File: src/sv/spslw_pkg.sv
package spslw_pkg;

   localparam int unsigned BYTE_W    = 8;
   localparam int unsigned CODE_W    = 8;
   localparam int unsigned MS_W      = 12;
   localparam int unsigned TICK_W    = 8;
   localparam int unsigned TIMER_W   = 16;
   localparam int unsigned DATA_W    = 64;
   localparam int unsigned CSR_IDX_W = 3;
   localparam int unsigned CSR_DAT_W = 12;
   localparam int unsigned REPLY_W   = 3;
   localparam int unsigned CHOICE_W  = 2;
   localparam int unsigned STATUS_W  = 2;

   localparam logic [BYTE_W-1:0] CRC_POLY = 8'h07;

   typedef enum logic [3:0] {
      PH_SYNCED = 4'b0001,
      PH_START  = 4'b0010,
      PH_STEP1  = 4'b0100,
      PH_OUT    = 4'b1000
   } phase_type;

   typedef enum logic [0:0] {
      CMD_BYTE = 1'b0,
      CMD_TICK = 1'b1
   } command_type;

   typedef enum logic [REPLY_W-1:0] {
      RPL_SYNC_START = 3'd0,
      RPL_SYNC_STEP1 = 3'd1,
      RPL_SYNC_OK    = 3'd2,
      RPL_ACK        = 3'd3,
      RPL_NACK       = 3'd4
   } reply_type;

   typedef enum logic [CHOICE_W-1:0] {
      RPT_LIVE      = 2'd0,
      RPT_IDLE      = 2'd1,
      RPT_IDLE_HOME = 2'd2
   } choice_type;

   typedef enum logic [STATUS_W-1:0] {
      LNK_NOT_SYNCED   = 2'd0,
      LNK_LIVE         = 2'd1,
      LNK_PAUSED_EMPTY = 2'd2,
      LNK_PAUSED_HOME  = 2'd3
   } status_type;

   typedef enum logic [CSR_IDX_W-1:0] {
      REG_SYNC_START = 3'd0,
      REG_SYNC_STEP1 = 3'd1,
      REG_SYNC_STEP2 = 3'd2,
      REG_PAUSE_MS   = 3'd3,
      REG_HOME_MS    = 3'd4,
      REG_HOLD_MS    = 3'd5,
      REG_TICK_MS    = 3'd6
   } csr_index_type;

   localparam logic [CODE_W-1:0]  RST_SYNC_START = 8'd255;
   localparam logic [CODE_W-1:0]  RST_SYNC_STEP1 = 8'd51;
   localparam logic [CODE_W-1:0]  RST_SYNC_STEP2 = 8'd204;
   localparam logic [MS_W-1:0]    RST_PAUSE_MS   = 12'd120;
   localparam logic [MS_W-1:0]    RST_HOME_MS    = 12'd800;
   localparam logic [MS_W-1:0]    RST_HOLD_MS    = 12'd200;
   localparam logic [TICK_W-1:0]  RST_TICK_MS    = 8'd8;

   // CRC-8, MSB first
   function automatic logic [BYTE_W-1:0] crc8_step(input logic [BYTE_W-1:0] crc,
                                                   input logic [BYTE_W-1:0] data);
      logic [BYTE_W-1:0] d;
      d = crc ^ data;
      for (int i = 0; i < BYTE_W; i++) begin
         if (d[BYTE_W-1]) begin
            d = {d[BYTE_W-2:0], 1'b0} ^ CRC_POLY;
         end else begin
            d = {d[BYTE_W-2:0], 1'b0};
         end
      end
      return d;
   endfunction

endpackage

File: src/sv/spslw_if.sv
interface spslw_req_if;
   logic                            valid;
   logic                            ready;
   spslw_pkg::command_type          command;
   logic [spslw_pkg::BYTE_W-1:0]    rx_byte;

   modport source (output valid, output command, output rx_byte, input ready);
   modport sink   (input valid, input command, input rx_byte, output ready);
endinterface

interface spslw_rsp_if;
   logic                             valid;
   logic                             ready;
   logic                             reply_valid;
   logic [spslw_pkg::REPLY_W-1:0]    reply_code;
   logic                             packet_accepted;
   logic [spslw_pkg::DATA_W-1:0]     packet_data;
   logic                             slot_loaded;
   logic [spslw_pkg::CHOICE_W-1:0]   report_choice;
   logic [spslw_pkg::STATUS_W-1:0]   link_status;
   logic                             synced;

   modport source (output valid, output reply_valid, output reply_code,
                   output packet_accepted, output packet_data, output slot_loaded,
                   output report_choice, output link_status, output synced,
                   input ready);
   modport sink   (input valid, input reply_valid, input reply_code,
                   input packet_accepted, input packet_data, input slot_loaded,
                   input report_choice, input link_status, input synced,
                   output ready);
endinterface

interface spslw_csr_if;
   logic                               valid;
   logic                               ready;
   logic [spslw_pkg::CSR_IDX_W-1:0]    index;
   logic [spslw_pkg::CSR_DAT_W-1:0]    data;

   modport source (output valid, output index, output data, input ready);
   modport sink   (input valid, input index, input data, output ready);
endinterface

File: src/sv/serial_packet_sync_link_watchdog_top.sv
// channel    dir  handshake     payload
// req_chan   in   valid/ready   command, rx_byte
// rsp_chan   out  valid/ready   reply_valid, reply_code, packet_accepted, packet_data,
//                               slot_loaded, report_choice, link_status, synced
// csr_chan   in   valid/ready   index, data (ready always high)
//
// One request per cycle unless the response stalls; input, then result register.
// All per-request work is one combinational pass over the sync/frame/timer state.
// Synchronous active-high reset returns configuration, link state and valid flags to defaults, link out of sync.
// A stalled response holds the result register; the input register still drains into it
// in the same cycle the response is taken, so ready only drops when both are full.
module serial_packet_sync_link_watchdog_top #(
   parameter int unsigned PAYLOAD_BYTES = 8
) (
   input  logic         clock,
   input  logic         reset,
   spslw_req_if.sink    req_chan,
   spslw_rsp_if.source  rsp_chan,
   spslw_csr_if.sink    csr_chan
);

   localparam int unsigned CNT_W = $clog2(PAYLOAD_BYTES + 1);
   localparam int unsigned IDX_W = (PAYLOAD_BYTES > 1) ? $clog2(PAYLOAD_BYTES) : 1;
   localparam int unsigned B_W   = spslw_pkg::BYTE_W;

   // configuration
   logic [spslw_pkg::CODE_W-1:0] start_code_ff, step1_code_ff, step2_code_ff;
   logic [spslw_pkg::MS_W-1:0]   pause_ms_ff, home_ms_ff, hold_ms_ff;
   logic [spslw_pkg::TICK_W-1:0] tick_ms_ff;

   // input register
   logic                   in_valid_ff;
   spslw_pkg::command_type in_cmd_ff;
   logic [B_W-1:0]         in_byte_ff;

   // link state
   spslw_pkg::phase_type           phase_ff, phase_in;
   logic [CNT_W-1:0]               count_ff, count_in;
   logic [B_W-1:0]                 crc_ff, crc_in;
   logic [B_W-1:0]                 frame_ff [PAYLOAD_BYTES];
   logic                           frame_we;
   logic [spslw_pkg::DATA_W-1:0]   held_ff, held_in, packed_frame;
   logic                           present_ff, present_in;
   logic [spslw_pkg::TIMER_W-1:0]  elapsed_ff, elapsed_in, elapsed_add;
   logic [spslw_pkg::TIMER_W:0]    elapsed_sum;
   logic [spslw_pkg::MS_W:0]       home_end;

   // result register
   logic                           out_valid_ff;
   logic                           rv_ff, rv_in;
   spslw_pkg::reply_type           rc_ff, rc_in;
   logic                           acc_ff, acc_in;
   spslw_pkg::choice_type          choice_ff, choice_in;
   spslw_pkg::status_type          status_ff, status_in;

   logic advance;

   assign advance        = in_valid_ff && (!out_valid_ff || rsp_chan.ready);
   assign req_chan.ready = !in_valid_ff || advance;
   assign csr_chan.ready = 1'b1;

   always_ff @(posedge clock) begin
      if (reset) begin
         start_code_ff <= spslw_pkg::RST_SYNC_START;
         step1_code_ff <= spslw_pkg::RST_SYNC_STEP1;
         step2_code_ff <= spslw_pkg::RST_SYNC_STEP2;
         pause_ms_ff   <= spslw_pkg::RST_PAUSE_MS;
         home_ms_ff    <= spslw_pkg::RST_HOME_MS;
         hold_ms_ff    <= spslw_pkg::RST_HOLD_MS;
         tick_ms_ff    <= spslw_pkg::RST_TICK_MS;
      end else if (csr_chan.valid) begin
         unique case (csr_chan.index)
            spslw_pkg::REG_SYNC_START: start_code_ff <= csr_chan.data[spslw_pkg::CODE_W-1:0];
            spslw_pkg::REG_SYNC_STEP1: step1_code_ff <= csr_chan.data[spslw_pkg::CODE_W-1:0];
            spslw_pkg::REG_SYNC_STEP2: step2_code_ff <= csr_chan.data[spslw_pkg::CODE_W-1:0];
            spslw_pkg::REG_PAUSE_MS:   pause_ms_ff   <= csr_chan.data;
            spslw_pkg::REG_HOME_MS:    home_ms_ff    <= csr_chan.data;
            spslw_pkg::REG_HOLD_MS:    hold_ms_ff    <= csr_chan.data;
            spslw_pkg::REG_TICK_MS:    tick_ms_ff    <= csr_chan.data[spslw_pkg::TICK_W-1:0];
            default: ;
         endcase
      end
   end

   always_ff @(posedge clock) begin
      if (reset) begin
         in_valid_ff <= 1'b0;
      end else if (req_chan.ready) begin
         in_valid_ff <= req_chan.valid;
      end
      if (req_chan.ready && req_chan.valid) begin
         in_cmd_ff  <= req_chan.command;
         in_byte_ff <= req_chan.rx_byte;
      end
   end

   always_comb begin
      packed_frame = '0;
      for (int i = 0; i < PAYLOAD_BYTES; i++) begin
         packed_frame[spslw_pkg::DATA_W-1-B_W*i -: B_W] = frame_ff[i];
      end
   end

   assign elapsed_sum = {1'b0, elapsed_ff} + (spslw_pkg::TIMER_W+1)'(tick_ms_ff);
   assign elapsed_add = elapsed_sum[spslw_pkg::TIMER_W] ? '1 :
                        elapsed_sum[spslw_pkg::TIMER_W-1:0];
   assign home_end    = {1'b0, home_ms_ff} + {1'b0, hold_ms_ff};

   always_comb begin
      phase_in   = phase_ff;
      count_in   = count_ff;
      crc_in     = crc_ff;
      held_in    = held_ff;
      present_in = present_ff;
      elapsed_in = elapsed_ff;
      frame_we   = 1'b0;
      rv_in      = 1'b0;
      rc_in      = spslw_pkg::RPL_SYNC_START;
      acc_in     = 1'b0;
      choice_in  = spslw_pkg::RPT_LIVE;
      status_in  = spslw_pkg::LNK_NOT_SYNCED;
      if (in_cmd_ff == spslw_pkg::CMD_BYTE) begin
         unique case (phase_ff)
            spslw_pkg::PH_SYNCED: begin
               if (count_ff < CNT_W'(PAYLOAD_BYTES)) begin
                  frame_we = 1'b1;
                  count_in = count_ff + CNT_W'(1);
                  crc_in   = spslw_pkg::crc8_step(crc_ff, in_byte_ff);
               end else begin
                  rv_in = 1'b1;
                  if (crc_ff != in_byte_ff) begin
                     if (in_byte_ff == start_code_ff) begin
                        phase_in = spslw_pkg::PH_START;
                        rc_in    = spslw_pkg::RPL_SYNC_START;
                     end else begin
                        rc_in = spslw_pkg::RPL_NACK;
                     end
                  end else begin
                     rc_in      = spslw_pkg::RPL_ACK;
                     acc_in     = 1'b1;
                     held_in    = packed_frame;
                     present_in = 1'b1;
                     elapsed_in = '0;
                  end
                  count_in = '0;
                  crc_in   = '0;
               end
            end
            spslw_pkg::PH_START: begin
               if (in_byte_ff == step1_code_ff) begin
                  phase_in = spslw_pkg::PH_STEP1;
                  rv_in    = 1'b1;
                  rc_in    = spslw_pkg::RPL_SYNC_STEP1;
               end else begin
                  phase_in = spslw_pkg::PH_OUT;
               end
            end
            spslw_pkg::PH_STEP1: begin
               if (in_byte_ff == step2_code_ff) begin
                  phase_in = spslw_pkg::PH_SYNCED;
                  rv_in    = 1'b1;
                  rc_in    = spslw_pkg::RPL_SYNC_OK;
               end else begin
                  phase_in = spslw_pkg::PH_OUT;
               end
            end
            spslw_pkg::PH_OUT: ;
            default: ;
         endcase
         // a failing byte, or any byte while out of sync, may open a new handshake
         if (phase_in == spslw_pkg::PH_OUT && in_byte_ff == start_code_ff) begin
            phase_in = spslw_pkg::PH_START;
            rv_in    = 1'b1;
            rc_in    = spslw_pkg::RPL_SYNC_START;
         end
      end else begin
         if (phase_ff == spslw_pkg::PH_SYNCED) begin
            if (elapsed_ff >= spslw_pkg::TIMER_W'(pause_ms_ff)) begin
               if (elapsed_ff >= spslw_pkg::TIMER_W'(home_ms_ff) &&
                   elapsed_ff < spslw_pkg::TIMER_W'(home_end)) begin
                  choice_in = spslw_pkg::RPT_IDLE_HOME;
                  status_in = spslw_pkg::LNK_PAUSED_HOME;
               end else begin
                  choice_in = spslw_pkg::RPT_IDLE;
                  status_in = spslw_pkg::LNK_PAUSED_EMPTY;
               end
               if (elapsed_ff < spslw_pkg::TIMER_W'(home_end)) begin
                  elapsed_in = elapsed_add;
               end
            end else begin
               choice_in  = spslw_pkg::RPT_LIVE;
               status_in  = spslw_pkg::LNK_LIVE;
               elapsed_in = elapsed_add;
            end
         end else begin
            choice_in = spslw_pkg::RPT_IDLE;
            status_in = spslw_pkg::LNK_NOT_SYNCED;
         end
      end
   end

   always_ff @(posedge clock) begin
      if (reset) begin
         phase_ff   <= spslw_pkg::PH_OUT;
         count_ff   <= '0;
         crc_ff     <= '0;
         held_ff    <= '0;
         present_ff <= 1'b0;
         elapsed_ff <= '0;
      end else if (advance) begin
         phase_ff   <= phase_in;
         count_ff   <= count_in;
         crc_ff     <= crc_in;
         held_ff    <= held_in;
         present_ff <= present_in;
         elapsed_ff <= elapsed_in;
      end
   end

   always_ff @(posedge clock) begin
      if (advance && frame_we) begin
         frame_ff[count_ff[IDX_W-1:0]] <= in_byte_ff;
      end
   end

   always_ff @(posedge clock) begin
      if (reset) begin
         out_valid_ff <= 1'b0;
      end else if (advance) begin
         out_valid_ff <= 1'b1;
      end else if (rsp_chan.ready) begin
         out_valid_ff <= 1'b0;
      end
      if (advance) begin
         rv_ff     <= rv_in;
         rc_ff     <= rc_in;
         acc_ff    <= acc_in;
         choice_ff <= choice_in;
         status_ff <= status_in;
      end
   end

   // held payload, slot flag and sync flag are the state after the latest request
   assign rsp_chan.valid           = out_valid_ff;
   assign rsp_chan.reply_valid     = rv_ff;
   assign rsp_chan.reply_code      = rc_ff;
   assign rsp_chan.packet_accepted = acc_ff;
   assign rsp_chan.packet_data     = held_ff;
   assign rsp_chan.slot_loaded     = present_ff;
   assign rsp_chan.report_choice   = choice_ff;
   assign rsp_chan.link_status     = status_ff;
   assign rsp_chan.synced          = (phase_ff == spslw_pkg::PH_SYNCED);

   a_count_range: assert property (@(posedge clock) disable iff (reset)
      count_ff <= CNT_W'(PAYLOAD_BYTES))
      else $error("frame byte count beyond payload length");

   a_unsynced_clear: assert property (@(posedge clock) disable iff (reset)
      phase_ff != spslw_pkg::PH_SYNCED |-> count_ff == '0 && crc_ff == '0)
      else $error("frame state left over outside sync");

   a_ack_loads: assert property (@(posedge clock) disable iff (reset)
      advance && acc_in |=> present_ff && elapsed_ff == '0 &&
                            phase_ff == spslw_pkg::PH_SYNCED)
      else $error("accepted packet did not load the slot");

   a_tick_no_reply: assert property (@(posedge clock) disable iff (reset)
      advance && in_cmd_ff == spslw_pkg::CMD_TICK |=> !rv_ff && !acc_ff)
      else $error("reply raised on a report tick");

   a_status_sync: assert property (@(posedge clock) disable iff (reset)
      out_valid_ff && status_ff != spslw_pkg::LNK_NOT_SYNCED |-> rsp_chan.synced)
      else $error("link status reported while out of sync");

endmodule
File: src/flat_wrapper.sv
// flat-port wrapper written by rule: the top's interface ports become plain ports
module serial_packet_sync_link_watchdog_top_flat 
#(
   parameter int unsigned PAYLOAD_BYTES = 8
)
  (clock, reset, req_chan_valid, req_chan_command, req_chan_rx_byte, req_chan_ready, rsp_chan_valid, rsp_chan_reply_valid, rsp_chan_reply_code, rsp_chan_packet_accepted, rsp_chan_packet_data, rsp_chan_slot_loaded, rsp_chan_report_choice, rsp_chan_link_status, rsp_chan_synced, rsp_chan_ready, csr_chan_valid, csr_chan_index, csr_chan_data, csr_chan_ready);
  spslw_req_if req_chan_i ();
  spslw_rsp_if rsp_chan_i ();
  spslw_csr_if csr_chan_i ();
  input  logic clock;
  input  logic reset;
  input wire logic [$bits(req_chan_i.valid)-1:0] req_chan_valid;
  input wire logic [$bits(req_chan_i.command)-1:0] req_chan_command;
  input wire logic [$bits(req_chan_i.rx_byte)-1:0] req_chan_rx_byte;
  output wire logic [$bits(req_chan_i.ready)-1:0] req_chan_ready;
  output wire logic [$bits(rsp_chan_i.valid)-1:0] rsp_chan_valid;
  output wire logic [$bits(rsp_chan_i.reply_valid)-1:0] rsp_chan_reply_valid;
  output wire logic [$bits(rsp_chan_i.reply_code)-1:0] rsp_chan_reply_code;
  output wire logic [$bits(rsp_chan_i.packet_accepted)-1:0] rsp_chan_packet_accepted;
  output wire logic [$bits(rsp_chan_i.packet_data)-1:0] rsp_chan_packet_data;
  output wire logic [$bits(rsp_chan_i.slot_loaded)-1:0] rsp_chan_slot_loaded;
  output wire logic [$bits(rsp_chan_i.report_choice)-1:0] rsp_chan_report_choice;
  output wire logic [$bits(rsp_chan_i.link_status)-1:0] rsp_chan_link_status;
  output wire logic [$bits(rsp_chan_i.synced)-1:0] rsp_chan_synced;
  input wire logic [$bits(rsp_chan_i.ready)-1:0] rsp_chan_ready;
  input wire logic [$bits(csr_chan_i.valid)-1:0] csr_chan_valid;
  input wire logic [$bits(csr_chan_i.index)-1:0] csr_chan_index;
  input wire logic [$bits(csr_chan_i.data)-1:0] csr_chan_data;
  output wire logic [$bits(csr_chan_i.ready)-1:0] csr_chan_ready;
  assign req_chan_i.valid = req_chan_valid;
  assign req_chan_i.command = req_chan_command;
  assign req_chan_i.rx_byte = req_chan_rx_byte;
  assign req_chan_ready = req_chan_i.ready;
  assign rsp_chan_valid = rsp_chan_i.valid;
  assign rsp_chan_reply_valid = rsp_chan_i.reply_valid;
  assign rsp_chan_reply_code = rsp_chan_i.reply_code;
  assign rsp_chan_packet_accepted = rsp_chan_i.packet_accepted;
  assign rsp_chan_packet_data = rsp_chan_i.packet_data;
  assign rsp_chan_slot_loaded = rsp_chan_i.slot_loaded;
  assign rsp_chan_report_choice = rsp_chan_i.report_choice;
  assign rsp_chan_link_status = rsp_chan_i.link_status;
  assign rsp_chan_synced = rsp_chan_i.synced;
  assign rsp_chan_i.ready = rsp_chan_ready;
  assign csr_chan_i.valid = csr_chan_valid;
  assign csr_chan_i.index = csr_chan_index;
  assign csr_chan_i.data = csr_chan_data;
  assign csr_chan_ready = csr_chan_i.ready;
  serial_packet_sync_link_watchdog_top #(.PAYLOAD_BYTES(PAYLOAD_BYTES)) u_core (.clock(clock), .reset(reset), .req_chan(req_chan_i), .rsp_chan(rsp_chan_i), .csr_chan(csr_chan_i));
endmodule
File: config.mk
export PLATFORM = sky130hd
export DESIGN_NAME = serial_packet_sync_link_watchdog_top_flat
export DESIGN_NICKNAME = d
export VERILOG_FILES = /design/src/sv/spslw_pkg.sv /design/src/sv/spslw_if.sv /design/src/sv/serial_packet_sync_link_watchdog_top.sv /design/src/flat_wrapper.sv
export SDC_FILE = /design/constraint.sdc
export NUM_CORES = 1
export LEC_CHECK = 0
export ABC_CLOCK_PERIOD_IN_PS = 10300
export BUFFER_PORTS_ARGS = -buffer_cell sky130_fd_sc_hd__buf_2
export CAP_MARGIN = 15
export CORE_MARGIN = 1
export CORE_UTILIZATION = 64
export DETAILED_ROUTE_END_ITERATION = 6
export PLACE_DENSITY = 0.84
export SETUP_SLACK_MARGIN = 0.15
export SYNTH_ARGS = -nofsm -noshare
export SYNTH_HDL_FRONTEND = slang
export SYNTH_SLANG_ARGS = --single-unit
export TNS_END_PERCENT = 10
File: constraint.sdc
create_clock -name clock -period 10.3 [get_ports clock]
set_input_delay 1.03 -clock clock [delete_from_list [all_inputs] [get_ports clock]]
set_output_delay 1.03 -clock clock [all_outputs]
set_load 0.02 [all_outputs]
==> run metrics <==
Synth-to-Final Area Change 13.49%; sequential area share after synthesis between 50% and 60%; status complete, no violations; number of hold violations in the final report 0; clock tree root driver cell clkbuf_16; Data arrival, critical path ~4.4 ns; die area 17830 um^2; post-route core utilization 74.99%; antenna diode count 0; via count of the first global-routing pass 8449; number of flops mapped to enable cells by yosys 82; first-pass GRT wire length 42590 um; initial DRC count 618; total DRC errors in the routed layout 0; DP Worst Slack 6.421 ns; detailed placement HPWL 16630 um; overall routed net length 26690 um; number of port buffers between 100 and 150; Core ar. 16760 um^2; max_slew headroom 30.61%; master of the slowest instance on the critical path o21ai_0; Die Y-Extent approximately 130 um; power density relative to cell area 168.9 nW/um^2; proportion of netlist area held by the largest area contributor 30.19%; share of layout cells above drive strength 1 13.74%; number of vias in the routed layout ~8800; skew final between 0.01 and 0.015 ns; max_cap viols 0; peak clock frequency supported by timing about 250 MHz; number of top-level design ports about 110; CP endpoint kind flop; TritonCTS buffer count 25; number of antenna-violating nets in the routed design 0; static power due to leakage 4.844 nW; Synth Cell Area 11070 um^2; final setup margin 6.293 ns; placer congestion estimate 0.9266; worst-case clock buffer depth 3; via density per instance 5.939; maximum number of pins on one net before global-route repair 72; cell type with the highest occurrence count on the critical path o21ai_0; critical path launch point type flop; setup repair after global routing missed its margin no; DIE WIDTH 133.5 um; detailed-routing iteration count for the pre-antenna-repair pass 5; Layout Cell Area excl Fill 12570 um^2; most used standard cell by instance count after synthesis nand2_1; routed length per instance 17.96 um; clock sink total 249; cell area after placement around 12000 um^2; top cells by count, synth nand2_1 (274), dfxtp_1 (167), a21oi_1 (144), edfxtp_1 (82), ha_1 (60); critical path, cell by cell ha_1, inv_1, fa_1, nor2b_1, o21a_1, o21ai_0, a21oi_1, o21ai_0, o21ai_0, a31oi_1, ha_1, and3_1, nand3_1, o21ai_0, a21oi_2, nor2_1, o21ai_0; CP Buf/Inv Count 1; number of instances resized during post-cts repair 0; worst-skew pair later-pin latency 0.54 ns; synthesized flop and latch total 249; setup total negative slack 0 ns; post-CTS repair timing setup buffer count 0; cell taking the most area after synthesis dfxtp_1; number of nets in the synthesized netlist 1251; final global-route overflow total 0; Max Transition Viols Final 0; post-synth cell types 65; hold-fix buffer count after cts 0; highest ir drop seen on vdd 0.1185 mV; critical setup path kind flop to flop; global-route total usage across every layer 30.12%; longest individual stage delay on the worst path 0.41 ns; setup violation total in the final timing report 0; worst min-delay path category flop to flop; share of the cycle needed by the critical path after routing between 30% and 40%; Async S/R FF share, synth 0%; Most used DFF post-synth dfxtp_1; TritonCTS clock tree built; Cell Rows 47; count of nets after finishing between 1000 and 1500; synth top area cells dfxtp_1 (30%), edfxtp_1 (22%), nand2_1 (9.3%); effective utilization at floorplan 66.08%; antenna violations before repair 0; measured slew at the worst slew-check pin 1.033 ns; required time of the critical path 10.69 ns; family with the most delay on the worst path compound AO/OA/AOI/OAI gates; CTS H-Tree Depth 1; number of instances in the synthesized netlist 1160; minimum clock period 4.007 ns; number of fill cells in the layout 1131; clock edge transition at the registers on the reported setup and hold paths about 0.07 ns; CP max FO 8; Post-Synthesis Mean Instance Area around 9.5 um^2; YS warnings 0
through the flow:
| stage | power, mW | hold slack (ns) | std cells |
|---|---|---|---|
| 2_1_floorplan | 1.118 | 0.4363 | 1160 |
| 3_3_place_gp | 1.148 | 0.4352 | 1440 |
| 3_5_place_dp | 1.151 | 0.4400 | 1440 |
| 4_1_cts | 2.127 | 0.4489 | 1486 |
| 5_1_grt | 2.178 | 0.4676 | 1486 |
| 6_report | 2.123 | 0.4471 | 1486 |
layout by cell type, fill, tap and decap left out, types with 8 or more instances in the layout:
master     netlist  layout
a21oi_1        144     144
buf_2            6     104
clkbuf_16        0      25
dfxtp_1        167     167
edfxtp_1        82      82
ha_1            60      60
inv_1           34      34
mux2i_1         17      17
nand2_1        274     274
nand2b_1        12      12
nand3_1         25      25
nand4_1         11      11
nor2_1          46      46
nor2b_1         15      15
nor3_1          17      16
o211ai_1        11      11
o21a_1           8       8
o21ai_0         29      29
xnor2_1         30      30
xor2_1          28      28
final timing paths:
check | startpoint | to | slack, ns | cells after the start
setup / recovery | u_core.home_ms_ff[0]$_SDFFE_PP0P_ | u_core.elapsed_ff[2]$_SDFFE_PP0P_ | 6.29 | 17
hold / removal | rsp_chan_packet_data[44]$_SDFFE_PP0P_ | rsp_chan_packet_data[44]$_SDFFE_PP0P_ | 0.45 | 2
setup reg to reg | u_core.home_ms_ff[0]$_SDFFE_PP0P_ | u_core.elapsed_ff[2]$_SDFFE_PP0P_ | 6.29 | 17
hold reg to reg | rsp_chan_packet_data[44]$_SDFFE_PP0P_ | rsp_chan_packet_data[44]$_SDFFE_PP0P_ | 0.45 | 2
cells by family after synthesis:
family	Yosys count	share of synthesized area (%)
buf+inv	86	3.593
mux	17	1.537
xor+xnor	59	4.734
compound gates	240	12.59
simple gates	446	17.95
fa+ha+maj	62	7.140
other cells	1	0.03386
flops	249	52.42
metal layers:
layer / GRT usage (%) / vias to the layer above / part of all wire (%)
li1: - / 4197 / -
met1: 39.65 / 4165 / 42
met2: 50.23 / 396 / 48
met3: 4.985 / 68 / 7.8
met4: 10.73 / 0 / 2.6
met5: 0 / - / 0
layout make-up:
type                            count  area, um^2  share of cell area, %
Timing Repair Buffer              110       565.5                  4.500
Clock buffer                       33       715.7                  5.694
Inverter                           36       135.1                  1.075
Sequential cell                   249        5806                  46.19
Multi-Input combinational cell    825        4876                  38.80
Clock inverter                     13       195.2                  1.553
Tap cell                          220       275.3                  2.190
worst reg2reg max path, delay by kind of cell (launching register included):
| family | cells | cell delay, ns |
|---|---|---|
| compound gates | 9 | 1.74 |
| fa+ha+maj | 3 | 0.90 |
| simple gates | 4 | 0.81 |
| flops | 1 | 0.37 |
| buf+inv | 1 | 0.06 |
report_power, final:
| part | internal (mW) | switching [mW] | leakage [nW] | total (mW) |
|---|---|---|---|---|
| Clock | 0.595 | 0.396 | 0.442 | 0.991 |
| Combinational | 0.0335 | 0.0589 | 2.30 | 0.0925 |
| Sequential | 1.02 | 0.0162 | 2.10 | 1.04 |
| Total | 1.65 | 0.471 | 4.84 | 2.12 |
registers in the layout, summed over array words and instances (netlist names), 3 cells and up:
| name | flops |
|---|---|
| u_core.step2_code_ff | 8 |
| u_core.tick_ms_ff | 8 |
| u_core.phase_ff | 4 |
| u_core.crc_ff | 8 |
| u_core.frame_ff | 64 |
| u_core.rsp_chan.reply_code | 3 |
| rsp_chan_packet_data | 64 |
| u_core.elapsed_ff | 16 |
| u_core.pause_ms_ff | 12 |
| u_core.in_byte_ff | 8 |
| u_core.step1_code_ff | 8 |
| u_core.hold_ms_ff | 12 |
| u_core.start_code_ff | 8 |
| u_core.count_ff | 4 |
| u_core.home_ms_ff | 12 |
No activity file was read; power rests on OpenSTA's default activity.
